[config.mk]
export PLATFORM = sky130hd
export DESIGN_NAME = lru_keyed_table_core
export DESIGN_NICKNAME = d
export VERILOG_FILES = /design/src/sv/lkt_pkg.sv /design/src/sv/lru_keyed_table_core.sv /design/src/sv/lkt_ram.sv /design/src/sv/lkt_apb.sv /design/src/sv/lkt_engine.sv
export SDC_FILE = /design/constraint.sdc
export NUM_CORES = 2
export LEC_CHECK = 0
export BUFFER_PORTS_ARGS = -buffer_cell sky130_fd_sc_hd__buf_4
export CORE_MARGIN = 2
export CORE_UTILIZATION = 61
export DETAILED_ROUTE_END_ITERATION = 10
export GPL_TIMING_DRIVEN = 1
export PLACE_DENSITY = 0.79
export SKIP_CTS_REPAIR_TIMING = 1
export SLEW_MARGIN = 30
export SYNTH_ARGS = -nofsm -noshare
export SYNTH_HDL_FRONTEND = slang
export SYNTH_SLANG_ARGS = --single-unit
[constraint.sdc]
create_clock -name clk -period 11.1 [get_ports clk]
set_input_delay 0.555 -clock clk [delete_from_list [all_inputs] [get_ports clk]]
set_output_delay 0.555 -clock clk [all_outputs]
set_load 0.01 [all_outputs]
[src/sv/lkt_pkg.sv]
// Shared types, codes and constants of the keyed LRU table.
`default_nettype none

package lkt_pkg;

    // Default table depth
    localparam int LKT_MAX_ENTRIES = 16;

    // Field widths
    localparam int KEY_W  = 32;
    localparam int DATA_W = 64;
    localparam int CAP_W  = 5;

    // Configuration port geometry
    localparam int LKT_ADDR_W = 3;
    localparam int LKT_PDATA_W = 32;

    // Register indexes (paddr[2])
    localparam logic REG_CAPACITY = 1'b0;

    // Capacity after reset
    localparam logic [CAP_W-1:0] CAP_RESET = 5'd16;

    // Request codes
    localparam logic [1:0] REQ_INSERT = 2'd0;
    localparam logic [1:0] REQ_REMOVE = 2'd1;
    localparam logic [1:0] REQ_LOOKUP = 2'd2;

    typedef struct packed {
        logic [1:0]        req_type;
        logic [KEY_W-1:0]  key;
        logic [DATA_W-1:0] value;
    } req_t;

    typedef struct packed {
        logic              found;
        logic [DATA_W-1:0] data;
    } rsp_t;

    typedef struct packed {
        logic [CAP_W-1:0] capacity;
    } lkt_cfg_t;

    typedef enum logic [3:0] {
        ST_IDLE   = 4'b0001,
        ST_SCAN   = 4'b0010,
        ST_UPDATE = 4'b0100,
        ST_FINISH = 4'b1000
    } state_t;

endpackage

`default_nettype wire

[src/sv/lru_keyed_table_core.sv]
// Top level of the fully associative keyed table with LRU replacement.
//
//  channel   signals                                   transfer when
//  request   start, busy, req (req_type, key, value)   start && !busy at clk rise
//  result    done, rsp (found, data)                   done high, one cycle only
//  config    psel penable pwrite paddr pwdata prdata   psel && penable && pwrite
//
// One entry sweep reads the key, value and rank RAMs at one entry a cycle.
// Lookup, remove miss: busy for one match sweep over all MAX_ENTRIES entries.
// Insert, remove hit: busy for a match sweep, then a rank update sweep.
// Unused request code: no sweep. done is high in the first cycle with busy low.
// Reset clears the valid flags and the entry count at once; no clearing pass.
// The result receiver cannot stall; done lasts exactly one cycle.
`default_nettype none

module lru_keyed_table_core import lkt_pkg::*; #(
    parameter int MAX_ENTRIES = LKT_MAX_ENTRIES
) (
    input  wire logic                   clk,
    input  wire logic                   rst_n,
    input  wire logic                   start,
    input  req_t                        req,
    output logic                        busy,
    output logic                        done,
    output rsp_t                        rsp,
    input  wire logic                   psel,
    input  wire logic                   penable,
    input  wire logic                   pwrite,
    input  wire logic [LKT_ADDR_W-1:0]  paddr,
    input  wire logic [LKT_PDATA_W-1:0] pwdata,
    output logic      [LKT_PDATA_W-1:0] prdata,
    output logic                        pready
);

    lkt_cfg_t cfg;

    lkt_apb u_apb (
        .clk     (clk),
        .rst_n   (rst_n),
        .psel    (psel),
        .penable (penable),
        .pwrite  (pwrite),
        .paddr   (paddr),
        .pwdata  (pwdata),
        .prdata  (prdata),
        .pready  (pready),
        .cfg     (cfg)
    );

    lkt_engine #(.MAX_ENTRIES(MAX_ENTRIES)) u_engine (
        .clk   (clk),
        .rst_n (rst_n),
        .start (start),
        .req   (req),
        .cfg   (cfg),
        .busy  (busy),
        .done  (done),
        .rsp   (rsp)
    );

endmodule

`default_nettype wire

[src/sv/lkt_ram.sv]
// Generic simple dual-port RAM with registered read.
`default_nettype none

module lkt_ram #(
    parameter int WIDTH = 32,
    parameter int DEPTH = 16
) (
    input  wire logic                     clk,
    input  wire logic                     we,
    input  wire logic [$clog2(DEPTH)-1:0] waddr,
    input  wire logic [WIDTH-1:0]         wdata,
    input  wire logic [$clog2(DEPTH)-1:0] raddr,
    output logic      [WIDTH-1:0]         rdata
);

    logic [WIDTH-1:0] mem [DEPTH];

    // Write port
    always_ff @(posedge clk)
    begin
        if (we)
        begin
            mem[waddr] <= wdata;
        end
    end

    // Registered read port
    always_ff @(posedge clk)
    begin
        rdata <= mem[raddr];
    end

endmodule

`default_nettype wire

[src/sv/lkt_apb.sv]
// APB-style configuration register block of the keyed LRU table.
`default_nettype none

module lkt_apb import lkt_pkg::*; (
    input  wire logic                   clk,
    input  wire logic                   rst_n,
    input  wire logic                   psel,
    input  wire logic                   penable,
    input  wire logic                   pwrite,
    input  wire logic [LKT_ADDR_W-1:0]  paddr,
    input  wire logic [LKT_PDATA_W-1:0] pwdata,
    output logic      [LKT_PDATA_W-1:0] prdata,
    output logic                        pready,
    output lkt_cfg_t                    cfg
);

    logic [CAP_W-1:0] capacity_reg;
    logic             wr_en;

    assign pready = 1'b1;
    assign wr_en  = psel && penable && pwrite && (paddr[2] == REG_CAPACITY);

    // Capture capacity on a write transfer
    always_ff @(posedge clk or negedge rst_n)
    begin
        if (!rst_n)
        begin
            capacity_reg <= CAP_RESET;
        end
        else if (wr_en)
        begin
            capacity_reg <= pwdata[CAP_W-1:0];
        end
    end

    // Read back
    always_comb
    begin
        prdata = '0;
        if (paddr[2] == REG_CAPACITY)
        begin
            prdata = LKT_PDATA_W'(capacity_reg);
        end
    end

    assign cfg.capacity = capacity_reg;

endmodule

`default_nettype wire

[src/sv/lkt_engine.sv]
// Sequencer and entry sweep unit of the keyed LRU table.
`default_nettype none

module lkt_engine import lkt_pkg::*; #(
    parameter int MAX_ENTRIES = LKT_MAX_ENTRIES
) (
    input  wire logic clk,
    input  wire logic rst_n,
    input  wire logic start,
    input  req_t      req,
    input  lkt_cfg_t  cfg,
    output logic      busy,
    output logic      done,
    output rsp_t      rsp
);

    localparam int AW = $clog2(MAX_ENTRIES);
    localparam int CW = $clog2(MAX_ENTRIES + 1);
    localparam int EW = (CW > CAP_W) ? CW : CAP_W;
    localparam logic [CW-1:0] LAST = CW'(MAX_ENTRIES);

    state_t                  state_reg, state_next;
    req_t                    req_reg;
    logic [CW-1:0]           cnt_reg;
    logic [CW-1:0]           count_reg;
    logic [MAX_ENTRIES-1:0]  valid_reg;
    logic                    hit_reg;
    logic [AW-1:0]           hit_idx_reg;
    logic [AW-1:0]           hit_rank_reg;
    logic [DATA_W-1:0]       hit_value_reg;
    logic                    free_found_reg;
    logic [AW-1:0]           free_idx_reg;
    logic                    done_reg;
    rsp_t                    rsp_reg;

    logic [KEY_W-1:0]  key_rd;
    logic [AW-1:0]     rank_rd;
    logic [DATA_W-1:0] value_rd;

    logic              accept;
    logic              proc;
    logic              pass_end;
    logic [AW-1:0]     p_idx;
    logic              p_valid;
    logic              match;
    logic              evict;
    logic              is_ins, is_rem, is_lk;
    logic [EW-1:0]     cap_ext;
    logic [EW-1:0]     effcap_ext;
    logic [CW-1:0]     effcap;
    logic [CW-1:0]     effcap_m1;
    logic [AW-1:0]     raddr;

    logic              rank_we, key_we, value_we;
    logic [AW-1:0]     rank_waddr, key_waddr, value_waddr;
    logic [AW-1:0]     rank_wdata;

    // Clamp the configured capacity to 1..MAX_ENTRIES
    always_comb
    begin
        cap_ext = EW'(cfg.capacity);
        if (cap_ext == '0)
        begin
            effcap_ext = EW'(1);
        end
        else if (cap_ext > EW'(MAX_ENTRIES))
        begin
            effcap_ext = EW'(MAX_ENTRIES);
        end
        else
        begin
            effcap_ext = cap_ext;
        end
    end

    assign effcap    = CW'(effcap_ext);
    assign effcap_m1 = effcap - CW'(1);

    // Sweep decode: entry p_idx has its RAM data this cycle
    assign accept   = start && (state_reg == ST_IDLE);
    assign busy     = (state_reg != ST_IDLE);
    assign proc     = (cnt_reg != '0);
    assign pass_end = (cnt_reg == LAST);
    assign p_idx    = AW'(cnt_reg - CW'(1));
    assign p_valid  = valid_reg[p_idx];
    assign raddr    = cnt_reg[AW-1:0];
    assign is_ins   = (req_reg.req_type == REQ_INSERT);
    assign is_rem   = (req_reg.req_type == REQ_REMOVE);
    assign is_lk    = (req_reg.req_type == REQ_LOOKUP);
    assign match    = proc && p_valid && (key_rd == req_reg.key);
    assign evict    = is_ins && !hit_reg && p_valid && (CW'(rank_rd) >= effcap_m1);

    // Next state
    always_comb
    begin
        state_next = state_reg;
        unique case (state_reg)
            ST_IDLE:
            begin
                if (accept)
                begin
                    case (req.req_type)
                        REQ_INSERT, REQ_REMOVE, REQ_LOOKUP: state_next = ST_SCAN;
                        default:                            state_next = ST_FINISH;
                    endcase
                end
            end
            ST_SCAN:
            begin
                if (pass_end)
                begin
                    if (is_ins || (is_rem && (hit_reg || match)))
                    begin
                        state_next = ST_UPDATE;
                    end
                    else
                    begin
                        state_next = ST_FINISH;
                    end
                end
            end
            ST_UPDATE:
            begin
                if (pass_end)
                begin
                    state_next = ST_FINISH;
                end
            end
            ST_FINISH:
            begin
                state_next = ST_IDLE;
            end
            default:
            begin
                state_next = ST_IDLE;
            end
        endcase
    end

    // RAM write ports
    always_comb
    begin
        rank_we     = 1'b0;
        rank_waddr  = free_idx_reg;
        rank_wdata  = '0;
        key_we      = 1'b0;
        key_waddr   = free_idx_reg;
        value_we    = 1'b0;
        value_waddr = hit_reg ? hit_idx_reg : free_idx_reg;
        if (state_reg == ST_UPDATE)
        begin
            rank_we    = proc;
            rank_waddr = p_idx;
            if (is_rem)
            begin
                rank_wdata = (rank_rd > hit_rank_reg) ? rank_rd - AW'(1) : rank_rd;
            end
            else if (hit_reg)
            begin
                if (p_idx == hit_idx_reg)
                begin
                    rank_wdata = '0;
                end
                else
                begin
                    rank_wdata = (rank_rd < hit_rank_reg) ? rank_rd + AW'(1) : rank_rd;
                end
            end
            else
            begin
                rank_wdata = rank_rd + AW'(1);
            end
        end
        else if (state_reg == ST_FINISH)
        begin
            value_we = is_ins;
            key_we   = is_ins && !hit_reg;
            rank_we  = is_ins && !hit_reg;
        end
    end

    // Control state and sweep bookkeeping
    always_ff @(posedge clk or negedge rst_n)
    begin
        if (!rst_n)
        begin
            state_reg      <= ST_IDLE;
            cnt_reg        <= '0;
            count_reg      <= '0;
            valid_reg      <= '0;
            hit_reg        <= 1'b0;
            free_found_reg <= 1'b0;
            done_reg       <= 1'b0;
        end
        else
        begin
            state_reg <= state_next;
            done_reg  <= (state_reg == ST_FINISH);
            unique case (state_reg)
                ST_IDLE:
                begin
                    cnt_reg        <= '0;
                    hit_reg        <= 1'b0;
                    free_found_reg <= 1'b0;
                end
                ST_SCAN:
                begin
                    cnt_reg <= pass_end ? '0 : cnt_reg + CW'(1);
                    if (match)
                    begin
                        hit_reg <= 1'b1;
                    end
                end
                ST_UPDATE:
                begin
                    cnt_reg <= cnt_reg + CW'(1);
                    if (proc)
                    begin
                        if (evict)
                        begin
                            valid_reg[p_idx] <= 1'b0;
                        end
                        if (!free_found_reg && !(p_valid && !evict))
                        begin
                            free_found_reg <= 1'b1;
                        end
                    end
                end
                ST_FINISH:
                begin
                    cnt_reg <= '0;
                    if (is_ins && !hit_reg)
                    begin
                        valid_reg[free_idx_reg] <= 1'b1;
                        count_reg <= (count_reg >= effcap) ? effcap : count_reg + CW'(1);
                    end
                    else if (is_rem && hit_reg)
                    begin
                        valid_reg[hit_idx_reg] <= 1'b0;
                        count_reg <= count_reg - CW'(1);
                    end
                end
                default:
                begin
                    cnt_reg <= '0;
                end
            endcase
        end
    end

    // Payload registers: request, hit details, free slot, result
    always_ff @(posedge clk)
    begin
        if (accept)
        begin
            req_reg <= req;
        end
        if ((state_reg == ST_SCAN) && match)
        begin
            hit_idx_reg   <= p_idx;
            hit_rank_reg  <= rank_rd;
            hit_value_reg <= value_rd;
        end
        if ((state_reg == ST_UPDATE) && proc && !free_found_reg && !(p_valid && !evict))
        begin
            free_idx_reg <= p_idx;
        end
        if (state_reg == ST_FINISH)
        begin
            rsp_reg.found <= is_lk && hit_reg;
            rsp_reg.data  <= (is_lk && hit_reg) ? hit_value_reg : '0;
        end
    end

    assign done = done_reg;
    assign rsp  = rsp_reg;

    // Entry storage
    lkt_ram #(.WIDTH(KEY_W), .DEPTH(MAX_ENTRIES)) u_key_ram (
        .clk   (clk),
        .we    (key_we),
        .waddr (key_waddr),
        .wdata (req_reg.key),
        .raddr (raddr),
        .rdata (key_rd)
    );

    lkt_ram #(.WIDTH(DATA_W), .DEPTH(MAX_ENTRIES)) u_value_ram (
        .clk   (clk),
        .we    (value_we),
        .waddr (value_waddr),
        .wdata (req_reg.value),
        .raddr (raddr),
        .rdata (value_rd)
    );

    lkt_ram #(.WIDTH(AW), .DEPTH(MAX_ENTRIES)) u_rank_ram (
        .clk   (clk),
        .we    (rank_we),
        .waddr (rank_waddr),
        .wdata (rank_wdata),
        .raddr (raddr),
        .rdata (rank_rd)
    );

endmodule

`default_nettype wire

==> run_results.csv <==
group,metric,value,unit
cells_and_area,nFillCells,6604,
logic_synthesis,netlist_area,0.0731,mm^2
timing,fin_tns_setup,0,ns
timing,timing.final.crit_share,41.1,%
cells_and_area,ff_latch_area,0.0581,mm^2
route,final_antenna_net_count,0,
cells_and_area,nets,3644,
setup_path,worstSetupPathDepth,8,
setup_path,endpoint,"u_engine.hit_value_reg[15]",
cells_and_area,multi_input_comb_area,0.0145,mm^2
setup_path,ff2ff_path_depth,8,
timing,max_slew.worst_pin.slew,1.00,ns
power,p_leak,25.9,nW
power,ir_drop,0.162,mV
global_route,grt_max_degree,96,
placed_design,gp_congestion,0.876,
route,routed-via-count,34610,
clocking,cts.root.buffer_cell,"clkbuf_16",
die,initial_core_util,61.2,%
setup_path,cp-start-kind,"register",
placed_design,port_buffers,181,
clocking,cts_buffer_depth,3,
cells_and_area,final_cell_mix,"edfxtp_1, mux4_2, buf_4",
logic_synthesis,synth_top_flop_cell,"edfxtp_1",
power,total_power,16.6,mW
cells_and_area,n_antenna_cell,0,
logic_synthesis,synth_cell_types,61,
timing,setup_violations,0,
power,power.density,199,mW/mm^2
route,drt-initial-drc-count,4761,
timing,min_period,4.57,ns
die,die_x,350,um
run_status,status,"complete, no violations",
die,core_area,0.119,mm^2
setup_path,cp_slowest_stage_delay,1.04,ns
setup_path,r2r-start,"u_engine.cnt_reg[1]",
logic_synthesis,synth_enable_flop_cells,1839,
global_route,track_usage,28.2,%
setup_path,r2r_slack,6.53,ns
setup_path,cp_common_cell,"buf_4",
clocking,clock_latency,0.80,ns
route,first_pass_iters,5,
die,die_area,0.123,mm^2
cells_and_area,final_common_cell,"edfxtp_1",
cells_and_area,largest_reg_flops,1024,
timing,skew,0.0445,ns
global_route,grt_overflow,0,
cells_and_area,syn_to_final_growth,14.3,%
setup_path,crit_fanout,57,
setup_path,worst-path-buf-inv,3,
logic_synthesis,avgSynthCellArea,23.7,um^2
hold_path,hold_class,"input pin to register",
route,post_drt_wl_per_cell,32.7,um
global_route,antenna_found_initial,4,
setup_path,critPathRequiredTime,11.50,ns
clocking,numClockSinks,1972,
clocking,htreeDepth,4,
logic_synthesis,ys_seq_elements,1972,
global_route,first_global_vias,35542,
placed_design,dp_hpwl,81300,um
timing,finalMaxSlewViolations,0,
timing,holdWs,0.0179,ns
setup_path,worstSetupStartpoint,"u_engine.cnt_reg[1]",
setup_path,crit_slowest_cell,"dfrtp_4",
setup_path,r2r_end,"u_engine.hit_value_reg[15]",
logic_synthesis,syn_inst,3086,
logic_synthesis,synth-seq-area-share,79.4,%
route,drt_wl_total,172000,um
logic_synthesis,yosysWarnings,0,
setup_path,critPathTopFamily,"buffers and inverters",
die,die_h,350,um
timing,rsz0062_at_grt,"no",
clocking,numCtsBuffers,182,
flow_run,cap_viol_max_count,0,
timing,slew_headroom,33.3,%
timing,hold_viol_final,0,
setup_path,endpoint_kind,"register",
setup_path,critPathKind,"register to register",
cells_and_area,final_layout_size_suffix_gt1_share,30.0,%
route,drc,0,
route,vias_per_cell,6.58,
setup_path,crit_chain,"inv_1 -> ha_1 -> mux4_2 -> mux2i_1 -> mux2_2 -> nor3_2 -> buf_4 -> buf_4",
die,rows,127,
logic_synthesis,async_flop_share,1.67,%
clocking,tritoncts,"yes",
die,ios,239,
clocking,cts.clk_slew.worst_paths,0.06,ns
timing,clock.fmax,219,MHz
global_route,grt_pass1_wl,246000,um
setup_path,arrival,4.97,ns
## cell type report
type / instances / share of cell area (%)
multi-input combinational: 963 / 17.3
sequential: 1972 / 69.4
timing repair buffer: 357 / 3.70
clock buffer: 249 / 6.05
inverter: 13 / 0.0614
clock inverter: 91 / 0.983
tap: 1612 / 2.41
## logic make-up after synthesis
kind of cell,share of synthesized area (%)
AOI/OAI and AO/OA,0.754
xor gates and xnor gates,0.619
adders and majority gates,0.274
buffers and inverters,1.31
DFF,79.4
muxes,15.7
other,0.0103
and+or+nand+nor,1.98
## power by group
part | leakage [nW] | internal [mW] | total, mW | switching [mW]
registers | 17.7 | 8.64 | 9.02 | 0.387
logic | 5.33 | 0.733 | 1.41 | 0.681
clock network | 2.89 | 3.48 | 6.19 | 2.71
total | 25.9 | 12.9 | 16.6 | 3.77
## how the worst min path moves through the flow
| stage | start | endpoint | slack (ns) | cells after the start |
|---|---|---|---|---|
| after floorplan | rst_n | u_apb.cfg[0] | 0.26 | 0 |
| after global placement | u_engine.u_value_ram.rdata[3] | u_engine.hit_value_reg[3] | 0.39 | 0 |
| after detailed placement | u_engine.u_value_ram.rdata[40] | u_engine.hit_value_reg[40] | 0.39 | 0 |
| after CTS | rst_n | u_apb.cfg[3] | -0.31 | 1 |
| after global routing | req[91] | u_engine.req_reg[91] | 0.004 | 1 |
| final | pwdata[3] | u_apb.cfg[3] | 0.02 | 2 |
## synthesized netlist by cell type, drive strengths merged (4+ instances only)
library cell	number	share of area, %
a31oi	11	0.094
inv	12	0.062
nand3	21	0.14
nand2	30	0.16
nor3	16	0.12
o22ai	9	0.077
clkbuf	76	0.39
nor2b	13	0.11
or3	5	0.050
nor2	86	0.44
nand4	9	0.077
ha	16	0.27
o22a	4	0.048
and2	67	0.58
a21oi	16	0.14
dfrtp	31	1.1
dfxtp	100	2.7
nand2b	7	0.060
buf	88	0.85
mux2	7	0.11
o21ai	21	0.14
a32oi	5	0.060
xor2	15	0.21
xnor2	32	0.38
o31ai	5	0.089
edfxtp	1839	76
mux4	504	16
mux2i	4	0.055
## per-layer routing
layer	vias to the layer above	GRT usage (%)	part of all wire, %
met4	2	9.11	2.8
met2	2317	49.5	53
met1	18252	36.4	35
li1	13695	-	-
met3	344	4.88	8.7
met5	-	0	0.0076
## metrics by stage
step | std cells | utilization [%] | instance area (um^2) | worst slack (ns)
after global routing | 5257 | 70.0 | 83600 | 6.35
after global placement | 4809 | 64.0 | 76500 | 5.54
after detailed placement | 4812 | 64.1 | 76600 | 5.88
after floorplan | 3112 | - | 73200 | 3.28
final | 5257 | 70.0 | 83600 | 6.53
after CTS | 5152 | 69.0 | 82500 | 5.87
(Power assumes the default switching activity.)
